### src/hw/rtl/mbrot_pkg.sv
`timescale 1ns / 1ps
// mbrot_pkg: types, constants and helpers shared by the escape-time pixel evaluator
// no dependencies; imported by every module under hw/rtl

package mbrot_pkg;

	localparam int COORD_WIDTH = 12;
	localparam int FRAC_BITS = 28;
	localparam int ITER_WIDTH = 16;
	localparam int VAL_WIDTH = 32;
	localparam int STEP_WIDTH = 31;
	localparam int PROD_WIDTH = 2 * VAL_WIDTH;
	localparam int CFG_IDX_WIDTH = 3;
	localparam int CFG_DATA_WIDTH = 32;
	localparam int COLOUR_WIDTH = 8;

	// register indexes of the configuration port
	localparam logic [CFG_IDX_WIDTH-1:0] CFG_ORIGIN_REAL = 3'd0;
	localparam logic [CFG_IDX_WIDTH-1:0] CFG_ORIGIN_IMAG = 3'd1;
	localparam logic [CFG_IDX_WIDTH-1:0] CFG_STEP_REAL = 3'd2;
	localparam logic [CFG_IDX_WIDTH-1:0] CFG_STEP_IMAG = 3'd3;
	localparam logic [CFG_IDX_WIDTH-1:0] CFG_MAX_ITER = 3'd4;

	// reset values, Q4.28
	localparam logic signed [VAL_WIDTH-1:0] ORIGIN_REAL_RST = -32'sd563714458;
	localparam logic signed [VAL_WIDTH-1:0] ORIGIN_IMAG_RST = -32'sd322122547;
	localparam logic [STEP_WIDTH-1:0] STEP_REAL_RST = 31'd1132462;
	localparam logic [STEP_WIDTH-1:0] STEP_IMAG_RST = 31'd1342177;
	localparam logic [ITER_WIDTH-1:0] MAX_ITER_RST = 16'd500;

	// |z|^2 >= 4 in Q8.56
	localparam logic [PROD_WIDTH-1:0] ESC_LIMIT = 64'd4 << (2 * FRAC_BITS);

	localparam logic signed [VAL_WIDTH-1:0] VAL_MAX = 32'sh7FFF_FFFF;
	localparam logic signed [VAL_WIDTH-1:0] VAL_MIN = 32'sh8000_0000;

	typedef struct packed {
		logic [COORD_WIDTH-1:0] pixel_x;
		logic [COORD_WIDTH-1:0] pixel_y;
	} pixel_t;

	typedef struct packed {
		logic [COORD_WIDTH-1:0] out_x;
		logic [COORD_WIDTH-1:0] out_y;
		logic inside_res;
		logic [ITER_WIDTH-1:0] iteration_count;
		logic [COLOUR_WIDTH-1:0] red;
		logic [COLOUR_WIDTH-1:0] green;
		logic [COLOUR_WIDTH-1:0] blue;
	} result_t;

	typedef struct packed {
		logic signed [VAL_WIDTH-1:0] origin_real;
		logic signed [VAL_WIDTH-1:0] origin_imag;
		logic [STEP_WIDTH-1:0] step_real;
		logic [STEP_WIDTH-1:0] step_imag;
		logic [ITER_WIDTH-1:0] max_iterations;
	} cfg_t;

	typedef enum logic [2:0] {
		ST_IDLE,
		ST_MUL_CR,
		ST_MUL_CI,
		ST_MUL_RR,
		ST_MUL_II,
		ST_MUL_RI,
		ST_UPDATE
	} seq_state_t;

	function automatic logic signed [PROD_WIDTH-1:0] sext_val(
		input logic signed [VAL_WIDTH-1:0] v
	);
		return $signed({{(PROD_WIDTH-VAL_WIDTH){v[VAL_WIDTH-1]}}, v});
	endfunction

	function automatic logic signed [VAL_WIDTH-1:0] sat_val(
		input logic signed [PROD_WIDTH-1:0] v
	);
		logic [PROD_WIDTH-VAL_WIDTH:0] top_bits;
		top_bits = v[PROD_WIDTH-1:VAL_WIDTH-1];
		if (top_bits == '0 || top_bits == '1) begin
			return $signed(v[VAL_WIDTH-1:0]);
		end else if (v[PROD_WIDTH-1]) begin
			return VAL_MIN;
		end else begin
			return VAL_MAX;
		end
	endfunction

endpackage

### src/hw/rtl/mandelbrot_escape_time_pixel_top.sv
`timescale 1ns / 1ps
// mandelbrot escape-time evaluator, one pixel per item, signed Q4.28 arithmetic
// a new item is taken only while idle; busy is high for the whole run
// each iteration takes three products on the single shared 32x32 multiplier plus one update
// reset clears the sequencer and loads the default window; results cannot be stalled
// depends on mbrot_pkg, mbrot_cfg_regs, mbrot_mul, mbrot_seq

module mandelbrot_escape_time_pixel_top (
	input  logic clk,
	input  logic arst_n,
	input  logic start,
	output logic busy,
	input  mbrot_pkg::pixel_t pixel,
	output logic done,
	output mbrot_pkg::result_t result,
	input  logic cfg_valid,
	output logic cfg_ready,
	input  logic [mbrot_pkg::CFG_IDX_WIDTH-1:0] cfg_index,
	input  logic [mbrot_pkg::CFG_DATA_WIDTH-1:0] cfg_data
);
	import mbrot_pkg::*;

	cfg_t cfg;
	logic signed [VAL_WIDTH-1:0] op_a, op_b;
	logic signed [PROD_WIDTH-1:0] prod;

	mbrot_cfg_regs u_cfg (
		.clk(clk),
		.arst_n(arst_n),
		.cfg_valid(cfg_valid),
		.cfg_ready(cfg_ready),
		.cfg_index(cfg_index),
		.cfg_data(cfg_data),
		.cfg(cfg)
	);

	mbrot_mul u_mul (
		.clk(clk),
		.op_a(op_a),
		.op_b(op_b),
		.prod(prod)
	);

	mbrot_seq u_seq (
		.clk(clk),
		.arst_n(arst_n),
		.start(start),
		.busy(busy),
		.pixel(pixel),
		.cfg(cfg),
		.op_a(op_a),
		.op_b(op_b),
		.prod(prod),
		.done(done),
		.result(result)
	);

endmodule

### src/hw/rtl/mbrot_cfg_regs.sv
`timescale 1ns / 1ps
// mbrot_cfg_regs: window origin, step and iteration limit registers
// depends on mbrot_pkg

module mbrot_cfg_regs (
	input  logic clk,
	input  logic arst_n,
	input  logic cfg_valid,
	output logic cfg_ready,
	input  logic [mbrot_pkg::CFG_IDX_WIDTH-1:0] cfg_index,
	input  logic [mbrot_pkg::CFG_DATA_WIDTH-1:0] cfg_data,
	output mbrot_pkg::cfg_t cfg
);
	import mbrot_pkg::*;

	cfg_t cfg_q;

	assign cfg_ready = 1'b1;
	assign cfg = cfg_q;

	always_ff @(posedge clk or negedge arst_n) begin
		if (!arst_n) begin
			cfg_q.origin_real <= ORIGIN_REAL_RST;
			cfg_q.origin_imag <= ORIGIN_IMAG_RST;
			cfg_q.step_real <= STEP_REAL_RST;
			cfg_q.step_imag <= STEP_IMAG_RST;
			cfg_q.max_iterations <= MAX_ITER_RST;
		end else if (cfg_valid && cfg_ready) begin
			case (cfg_index)
				CFG_ORIGIN_REAL: cfg_q.origin_real <= $signed(cfg_data[VAL_WIDTH-1:0]);
				CFG_ORIGIN_IMAG: cfg_q.origin_imag <= $signed(cfg_data[VAL_WIDTH-1:0]);
				CFG_STEP_REAL: cfg_q.step_real <= cfg_data[STEP_WIDTH-1:0];
				CFG_STEP_IMAG: cfg_q.step_imag <= cfg_data[STEP_WIDTH-1:0];
				CFG_MAX_ITER: cfg_q.max_iterations <= cfg_data[ITER_WIDTH-1:0];
				default: ;
			endcase
		end
	end

endmodule

### src/hw/rtl/mbrot_mul.sv
`timescale 1ns / 1ps
// mbrot_mul: shared signed 32x32 multiplier with registered 64-bit product
// depends on mbrot_pkg

module mbrot_mul (
	input  logic clk,
	input  logic signed [mbrot_pkg::VAL_WIDTH-1:0] op_a,
	input  logic signed [mbrot_pkg::VAL_WIDTH-1:0] op_b,
	output logic signed [mbrot_pkg::PROD_WIDTH-1:0] prod
);
	import mbrot_pkg::*;

	logic signed [PROD_WIDTH-1:0] prod_q;

	always_ff @(posedge clk) begin
		prod_q <= sext_val(op_a) * sext_val(op_b);
	end

	assign prod = prod_q;

endmodule

### src/hw/rtl/mbrot_seq.sv
`timescale 1ns / 1ps
// mbrot_seq: sequencer and iterate registers around the shared multiplier
// depends on mbrot_pkg; drives mbrot_mul operands, reads its product

module mbrot_seq (
	input  logic clk,
	input  logic arst_n,
	input  logic start,
	output logic busy,
	input  mbrot_pkg::pixel_t pixel,
	input  mbrot_pkg::cfg_t cfg,
	output logic signed [mbrot_pkg::VAL_WIDTH-1:0] op_a,
	output logic signed [mbrot_pkg::VAL_WIDTH-1:0] op_b,
	input  logic signed [mbrot_pkg::PROD_WIDTH-1:0] prod,
	output logic done,
	output mbrot_pkg::result_t result
);
	import mbrot_pkg::*;

	seq_state_t state_q, state_d;
	pixel_t pixel_q;
	logic signed [VAL_WIDTH-1:0] zr_q, zi_q, cr_q, ci_q;
	logic signed [PROD_WIDTH-1:0] sqr_q, diff_q;
	logic [ITER_WIDTH-1:0] count_q;
	logic done_q;
	result_t res_q;

	logic [PROD_WIDTH-1:0] mag_sum;
	logic finish;
	logic in_set;

	assign mag_sum = $unsigned(sqr_q) + $unsigned(prod);
	assign finish = (count_q != '0)
		&& ((mag_sum >= ESC_LIMIT) || (count_q >= cfg.max_iterations));
	assign in_set = (count_q == cfg.max_iterations);

	// next state
	always_comb begin
		state_d = state_q;
		case (state_q)
			ST_IDLE: if (start) state_d = ST_MUL_CR;
			ST_MUL_CR: state_d = ST_MUL_CI;
			ST_MUL_CI: state_d = ST_MUL_RR;
			ST_MUL_RR: state_d = ST_MUL_II;
			ST_MUL_II: state_d = ST_MUL_RI;
			ST_MUL_RI: state_d = finish ? ST_IDLE : ST_UPDATE;
			ST_UPDATE: state_d = ST_MUL_RR;
			default: state_d = ST_IDLE;
		endcase
	end

	// outputs: multiplier operands and handshake
	always_comb begin
		op_a = '0;
		op_b = '0;
		case (state_q)
			ST_MUL_CR: begin
				op_a = $signed({{(VAL_WIDTH-COORD_WIDTH){1'b0}}, pixel_q.pixel_x});
				op_b = $signed({1'b0, cfg.step_real});
			end
			ST_MUL_CI: begin
				op_a = $signed({{(VAL_WIDTH-COORD_WIDTH){1'b0}}, pixel_q.pixel_y});
				op_b = $signed({1'b0, cfg.step_imag});
			end
			ST_MUL_RR: begin
				op_a = zr_q;
				op_b = zr_q;
			end
			ST_MUL_II: begin
				op_a = zi_q;
				op_b = zi_q;
			end
			ST_MUL_RI: begin
				op_a = zr_q;
				op_b = zi_q;
			end
			default: ;
		endcase
	end

	assign busy = (state_q != ST_IDLE);
	assign done = done_q;
	assign result = res_q;

	always_ff @(posedge clk or negedge arst_n) begin
		if (!arst_n) begin
			state_q <= ST_IDLE;
			done_q <= 1'b0;
		end else begin
			state_q <= state_d;
			done_q <= (state_q == ST_MUL_RI) && finish;
		end
	end

	always_ff @(posedge clk) begin
		case (state_q)
			ST_IDLE: begin
				if (start) begin
					pixel_q <= pixel;
					zr_q <= '0;
					zi_q <= '0;
					count_q <= '0;
				end
			end
			ST_MUL_CI: cr_q <= sat_val(sext_val(cfg.origin_real) + prod);
			ST_MUL_RR: begin
				// product still holds y*step on the first pass
				if (count_q == '0) begin
					ci_q <= sat_val(sext_val(cfg.origin_imag) + prod);
				end
			end
			ST_MUL_II: sqr_q <= prod;
			ST_MUL_RI: begin
				diff_q <= sqr_q - prod;
				if (finish) begin
					res_q.out_x <= pixel_q.pixel_x;
					res_q.out_y <= pixel_q.pixel_y;
					res_q.inside_res <= in_set;
					res_q.iteration_count <= count_q;
					res_q.red <= in_set ? pixel_q.pixel_x[COLOUR_WIDTH-1:0] : '0;
					res_q.green <= in_set ? pixel_q.pixel_y[COLOUR_WIDTH-1:0] : '0;
					res_q.blue <= in_set ? '0 : count_q[COLOUR_WIDTH-1:0];
				end
			end
			ST_UPDATE: begin
				zr_q <= sat_val((diff_q >>> FRAC_BITS) + sext_val(cr_q));
				zi_q <= sat_val((prod >>> (FRAC_BITS - 1)) + sext_val(ci_q));
				count_q <= count_q + 1'b1;
			end
			default: ;
		endcase
	end

	a_done_after_check: assert property (@(posedge clk) disable iff (!arst_n)
		done_q |-> $past(state_q) == ST_MUL_RI)
		else $error("result strobe without a termination check");

	a_count_nonzero: assert property (@(posedge clk) disable iff (!arst_n)
		done_q |-> res_q.iteration_count != '0)
		else $error("result with zero iterations");

	a_below_limit: assert property (@(posedge clk) disable iff (!arst_n)
		(state_q == ST_UPDATE && count_q != '0) |-> count_q < cfg.max_iterations)
		else $error("iterating past the limit");

	a_start_runs: assert property (@(posedge clk) disable iff (!arst_n)
		(start && !busy) |=> (state_q == ST_MUL_CR && busy && !done_q))
		else $error("accepted item did not start the sequence");

endmodule

### config.mk
export PLATFORM = sky130hd
export DESIGN_NAME = mandelbrot_escape_time_pixel_top
export DESIGN_NICKNAME = d
export VERILOG_FILES = /design/src/hw/rtl/mbrot_pkg.sv /design/src/hw/rtl/mandelbrot_escape_time_pixel_top.sv /design/src/hw/rtl/mbrot_cfg_regs.sv /design/src/hw/rtl/mbrot_mul.sv /design/src/hw/rtl/mbrot_seq.sv
export SDC_FILE = /design/constraint.sdc
export NUM_CORES = 2
export LEC_CHECK = 0
export BUFFER_PORTS_ARGS = -buffer_cell sky130_fd_sc_hd__buf_2
export CORE_MARGIN = 1
export CORE_UTILIZATION = 55
export DETAILED_ROUTE_END_ITERATION = 7
export MAX_ROUTING_LAYER = met4
export PLACE_DENSITY_LB_ADDON = 0.15
export SETUP_SLACK_MARGIN = 0.2
export SYNTH_ARGS = -nofsm -noshare
export SYNTH_HDL_FRONTEND = slang
export SYNTH_SLANG_ARGS = --single-unit
### constraint.sdc
create_clock -name clk -period 10.4 [get_ports clk]
set_input_delay 1.56 -clock clk [delete_from_list [all_inputs] [get_ports clk]]
set_output_delay 1.56 -clock clk [all_outputs]
set_load 0.05 [all_outputs]
# After elaboration in Yosys (flattened, before gate mapping)
# Cells that the tools add are included.
# totals
register_bits	571
input_bits	63
output_inout_bits	68
wordCells	97
# op_classes
add_sub_neg	7
n_mul	1
magnitude_cmp	2
eq_ne	16
muxes	18
reduce_logical	29
# ops
cell	count
$mux 32	9
$pmux 32 s4	2
$eq 33x33->1 const B	4
$logic_not 33->1	4
$add 32x64->64	2
$pmux 32 s2	2
$add 64x64->64	1
$ge 64x59->1 const B	1
$mul 32x32->64	1
$sub 64x64->64	1
$add 37x32->38	1
$add 36x32->37	1
$pmux 16 s2	1
$pmux 3 s6	1
$reduce_and 2->1	9
$add 16x1->16 const B	1
$eq 16x16->1	1
$ge 16x16->1	1
$logic_not 16->1	1
$mux 16	1
$reduce_bool 16->1	1
$eq 3x2->1 const B	4
$eq 3x3->1 const B	4
$eq 3x1->1 const B	2
other kinds (8)	17

# Longest topological paths before layout
# logic_depth
word_depth	6
mapped_depth	37
depth_no_buf	33

# By module
# From an unflattened synthesis, not the netlist that was laid out.
# unflattened
cells_unflattened	7923
hier_area_um2	74850.5
# by_module_without_submodules
mod	n_inst	cells_each	area_each_um2	seq_area_each_um2
mbrot_mul	1	4018	37717.4	1281.2
mbrot_seq	1	3599	31697.9	10099.7
mbrot_cfg_regs	1	306	5435.2	3633.5

# Worst setup path before layout
# Ideal clock, no wire load.
# synth_timing
path_kind	reg2reg
from	reg u_seq.state_q[2]
to	reg u_mul.prod_q[57] (netlist: u_mul.prod[57])
setup_ns	0.062
arrival_ns	10.691
required_time_ns	10.338
setup_slack_ns	-0.353
path_stages_with_launch	30
n_path_buf	4
synth_period_minus_slack_ns	10.753
cell_sequence	dfrtp_1 -> clkbuf_1 -> nor3b_1 -> clkbuf_1 -> buf_1 -> a22oi_1 -> clkbuf_1 -> nor2_1 -> fa_1 -> fa_1 -> inv_1 -> fa_1 -> fa_1 -> inv_1 -> fa_1 -> fa_1 -> fa_1 -> fa_1 -> ha_1 -> a21o_1 -> a21oi_1 -> o21bai_1 -> or2_2 -> a31oi_1 -> or3_1 -> o21ai_0 -> a21oi_1 -> o211ai_1 -> or4_1 -> nand3_1
# synth_between
elab_chain_cells	4
elab_cells_between_ends	10
classes_between	mul: 1; eq/ne: 5; mux: 2; reduce/logical: 2
# synth_lines
item	line	source
start, declared	mbrot_seq.sv:20	seq_state_t state_q, state_d;
start signal, assigned	mbrot_seq.sv:90	state_q <= state_d;
$eq 3x2->1 or $eq 3x3->1 (tied branches)	--	
$reduce_or 2->1 (no source line)	--	
$pmux 32 s4	mbrot_seq.sv:56	case (state_q)
$mul 32x32->64 *	mbrot_mul.sv:16	prod_q <= sext_val(op_a) * sext_val(op_b);
end signal, assigned	mbrot_mul.sv:16	
end, declared	mbrot_mul.sv:13	logic signed [PROD_WIDTH-1:0] prod_q;
# Mark *: on every way between the ends. The rest lies on a longest branch, timed or not.
# A chain may end at the register's enable or synchronous reset.

# Worst setup path in the final report
# layout_timing
from	reg u_seq.state_q[1]
to	reg u_mul.prod_q[57] (netlist: u_mul.prod[57])
# The elaborated chain is that of the path after synthesis.

==> results_dict.tcl <==
set metrics [dict create \
    synth_area_um2 73100 \
    avgSynthCellArea_um2 9.29 \
    fin_crit_sh_pct 94.8 \
    grt_max_degree 67 \
    skew_ns 0.0469 \
    finalSetupViolCount 0 \
    antenna_found_initial 14 \
    critical_path_class "register to register" \
    status "finished, final reports clean" \
    reg2reg_setup_slack_ns 0.54 \
    grt_pass1_wl_um 383000 \
    synth_edf_count 333 \
    area_growth_pct 7.32 \
    layout_common_cells "inv_1 (1166), fa_1 (1086), nor2_1 (795), nand2_1 (776), ha_1 (527)" \
    ant_nets 0 \
    rows 133 \
    ys_seq_area_share_pct 20.6 \
    routed_wl_um 256000 \
    start_kind "register" \
    cpMostUsedCell "fa_1" \
    crit_arrival_ns 10.45 \
    coreArea_um2 132000 \
    finalHoldViolations 0 \
    required_ns 10.99 \
    nets 9569 \
    first_pass_iters 6 \
    die_area_um2 134000 \
    die_h_um 366 \
    slowest_stage "a22oi_1" \
    cts_root_buf "clkbuf_16" \
    ys_types 87 \
    grt_usage_pct 39.6 \
    drive_gt1_share_pct 9.56 \
    clk_pin_slew_ns 0.07 \
    portBuffers 129 \
    clock_sinks 543 \
    synthCells 7864 \
    synth-main-ff-cell "edfxtp_1" \
    slew_headroom_pct 20.2 \
    pin_count 131 \
    start_util_pct 55.5 \
    gp_congestion 1.05 \
    dp_hpwl_um 207000 \
    wl_per_cell_um 26.4 \
    worst_setup_path_end_kind "register" \
    clk_path_buf_depth 3 \
    slowest_delay_ns 0.72 \
    vias 59567 \
    drv_slew 0 \
    cts_hold_buf 0 \
    viasPerCell 6.14 \
    layout_commonest_cell "inv_1" \
    ys_seq_elements 543 \
    fillers 11575 \
    cp_max_fo 58 \
    async_flop_share_pct 26.9 \
    drt_iter0_markers 5781 \
    overflow 0 \
    die_x_um 366 \
    worst_skew_pair.late_latency_ns 0.66 \
    synth_nets 9541 \
    h-tree-depth 2 \
    tns_ns 0 \
    yosys_warnings 0 \
    grt_pass1_vias 59804 \
    min-delay-path-class "register to register" \
    drc 0 \
    timing.fmax_mhz 101 \
    tightest_slew_ns 1.19 \
    period_needed_ns 9.86 \
    rsz0062_at_grt "no" \
    cts_buffers 54 \
    maxCapViolations 0 \
    tritoncts "yes" \
]
[critical path: cells and delay by family (launching register included)]
| kind | cells | cell delay, ns |
|---|---|---|
| AO/OA/AOI/OAI | 8 | 2.20 |
| adder cells (fa/ha/maj) | 9 | 4.38 |
| buffers and inverters | 7 | 1.24 |
| flip-flops | 1 | 0.58 |
| AND/OR/NAND/NOR | 8 | 1.31 |
[flip-flops by register name (all words and copies together) (netlist names)]
register and flops:
u_cfg.cfg 142, u_mul.prod 64, u_seq.ci_q 32, u_seq.count_q 16
u_seq.cr_q 32, u_seq.diff_q 36, u_seq.done 1, u_seq.pixel_q 24
u_seq.result 65, u_seq.sqr_q 64, u_seq.state_q 3, u_seq.zi_q 32
u_seq.zr_q 32
[layer usage]
metal	global-route usage (%)	vias to the layer above	wire, um
li1	-	26088	-
met1	53.0	30219	106000
met2	59.1	2754	114000
met3	8.07	506	24100
met4	15.6	0	12000
met5	-	-	0
[synthesized netlist by cell type (all sizes together) (14+ instances only)]
| library cell | n | share of area (%) |
|---|---|---|
| xor2 | 107 | 1.3 |
| clkbuf | 340 | 1.7 |
| a2111oi | 19 | 0.23 |
| xnor2 | 176 | 2.1 |
| a22o | 23 | 0.28 |
| dfrtp | 82 | 2.8 |
| nand4 | 94 | 0.80 |
| nand2 | 777 | 4.0 |
| nor4 | 39 | 0.33 |
| o31ai | 21 | 0.22 |
| o211ai | 35 | 0.36 |
| dfxtp | 64 | 1.8 |
| nor2b | 49 | 0.42 |
| a21oi | 429 | 2.9 |
| o21a | 49 | 0.50 |
| a31oi | 43 | 0.37 |
| buf | 31 | 0.20 |
| a221oi | 21 | 0.25 |
| a21o | 186 | 1.9 |
| or2 | 18 | 0.15 |
| fa | 1087 | 30 |
| inv | 1166 | 6.0 |
| dfstp | 64 | 2.3 |
| a221o | 20 | 0.27 |
| o22ai | 33 | 0.28 |
| a22oi | 67 | 0.69 |
| o22a | 26 | 0.31 |
| a211o | 16 | 0.19 |
| and3 | 35 | 0.30 |
| mux2i | 14 | 0.19 |
| nor3 | 87 | 0.60 |
| ha | 527 | 9.0 |
| a211oi | 38 | 0.40 |
| or4 | 23 | 0.24 |
| o21bai | 58 | 0.60 |
| nand2b | 62 | 0.53 |
| and2 | 51 | 0.44 |
| mux2 | 154 | 2.4 |
| edfxtp | 333 | 14 |
| or3 | 27 | 0.23 |
| o21ai | 292 | 2.0 |
| nand3 | 118 | 0.81 |
| nor2 | 800 | 4.1 |
[metrics by stage]
step | hold slack, ns | setup WS (ns) | util [%] | cells | instance area, um^2
2_1_floorplan | 0.427 | 0.750 | - | 7864 | 73100
3_3_place_gp | 0.486 | 0.280 | 58.0 | 9588 | 76400
3_5_place_dp | 0.492 | 0.252 | 58.0 | 9588 | 76400
4_1_cts | 0.508 | 0.326 | 59.5 | 9690 | 78300
5_1_grt | 0.526 | 0.219 | 59.6 | 9705 | 78400
6_report | 0.506 | 0.544 | 59.6 | 9709 | 78400
[area by class of cell]
| type | instances | area, um^2 | share of cell area [%] |
|---|---|---|---|
| multi-input combinational | 5784 | 52500 | 67.0 |
| timing repair buffer | 342 | 2330 | 2.97 |
| clock buffer | 59 | 1370 | 1.75 |
| clock inverter | 43 | 547 | 0.697 |
| tap | 1755 | 2200 | 2.80 |
| antenna | 16 | 40.0 | 0.0511 |
| inverter | 1167 | 4380 | 5.59 |
| sequential | 543 | 15000 | 19.2 |
[logic make-up (layout without fill, tap and decap cells)]
logic type,after synthesis,in the layout,synth area share (%)
AND/OR/NAND/NOR,2225,2226,13.5
other,1,17,0.00513
XOR/XNOR,283,283,3.39
multiplexers,168,168,2.57
buffers and inverters,1538,1611,7.94
adder cells (fa/ha/maj),1614,1614,38.8
AO/OA/AOI/OAI,1492,1492,13.3
flip-flops,543,543,20.6
[final timing paths]
path	startpoint	depth (start not counted)	end
worst max-delay path	u_seq.state_q[1]$_DFFE_PN0P_	32	u_mul.prod[57]$_DFF_P_
worst min-delay path	u_cfg.cfg[46]$_DFFE_PN0P_	1	u_cfg.cfg[46]$_DFFE_PN0P_
worst max register to register	u_seq.state_q[1]$_DFFE_PN0P_	32	u_mul.prod[57]$_DFF_P_
worst min register to register	u_cfg.cfg[46]$_DFFE_PN0P_	1	u_cfg.cfg[46]$_DFFE_PN0P_
max in group asynchronous	arst_n	2	u_cfg.cfg[26]$_DFFE_PN0P_
min in group asynchronous	arst_n	1	u_cfg.cfg[139]$_DFFE_PN0P_
[timing repair]
action,CTS,global route
pin swaps,0,1
gates resized for setup,1,22
setup endpoints to repair,1,9
endpoints found under the hold margin,0,0
gates cloned,0,1
buffers inserted,0,2
Power is not shown: default switching activity piles up to over one toggle a cycle in this logic, so the estimate is an artifact.
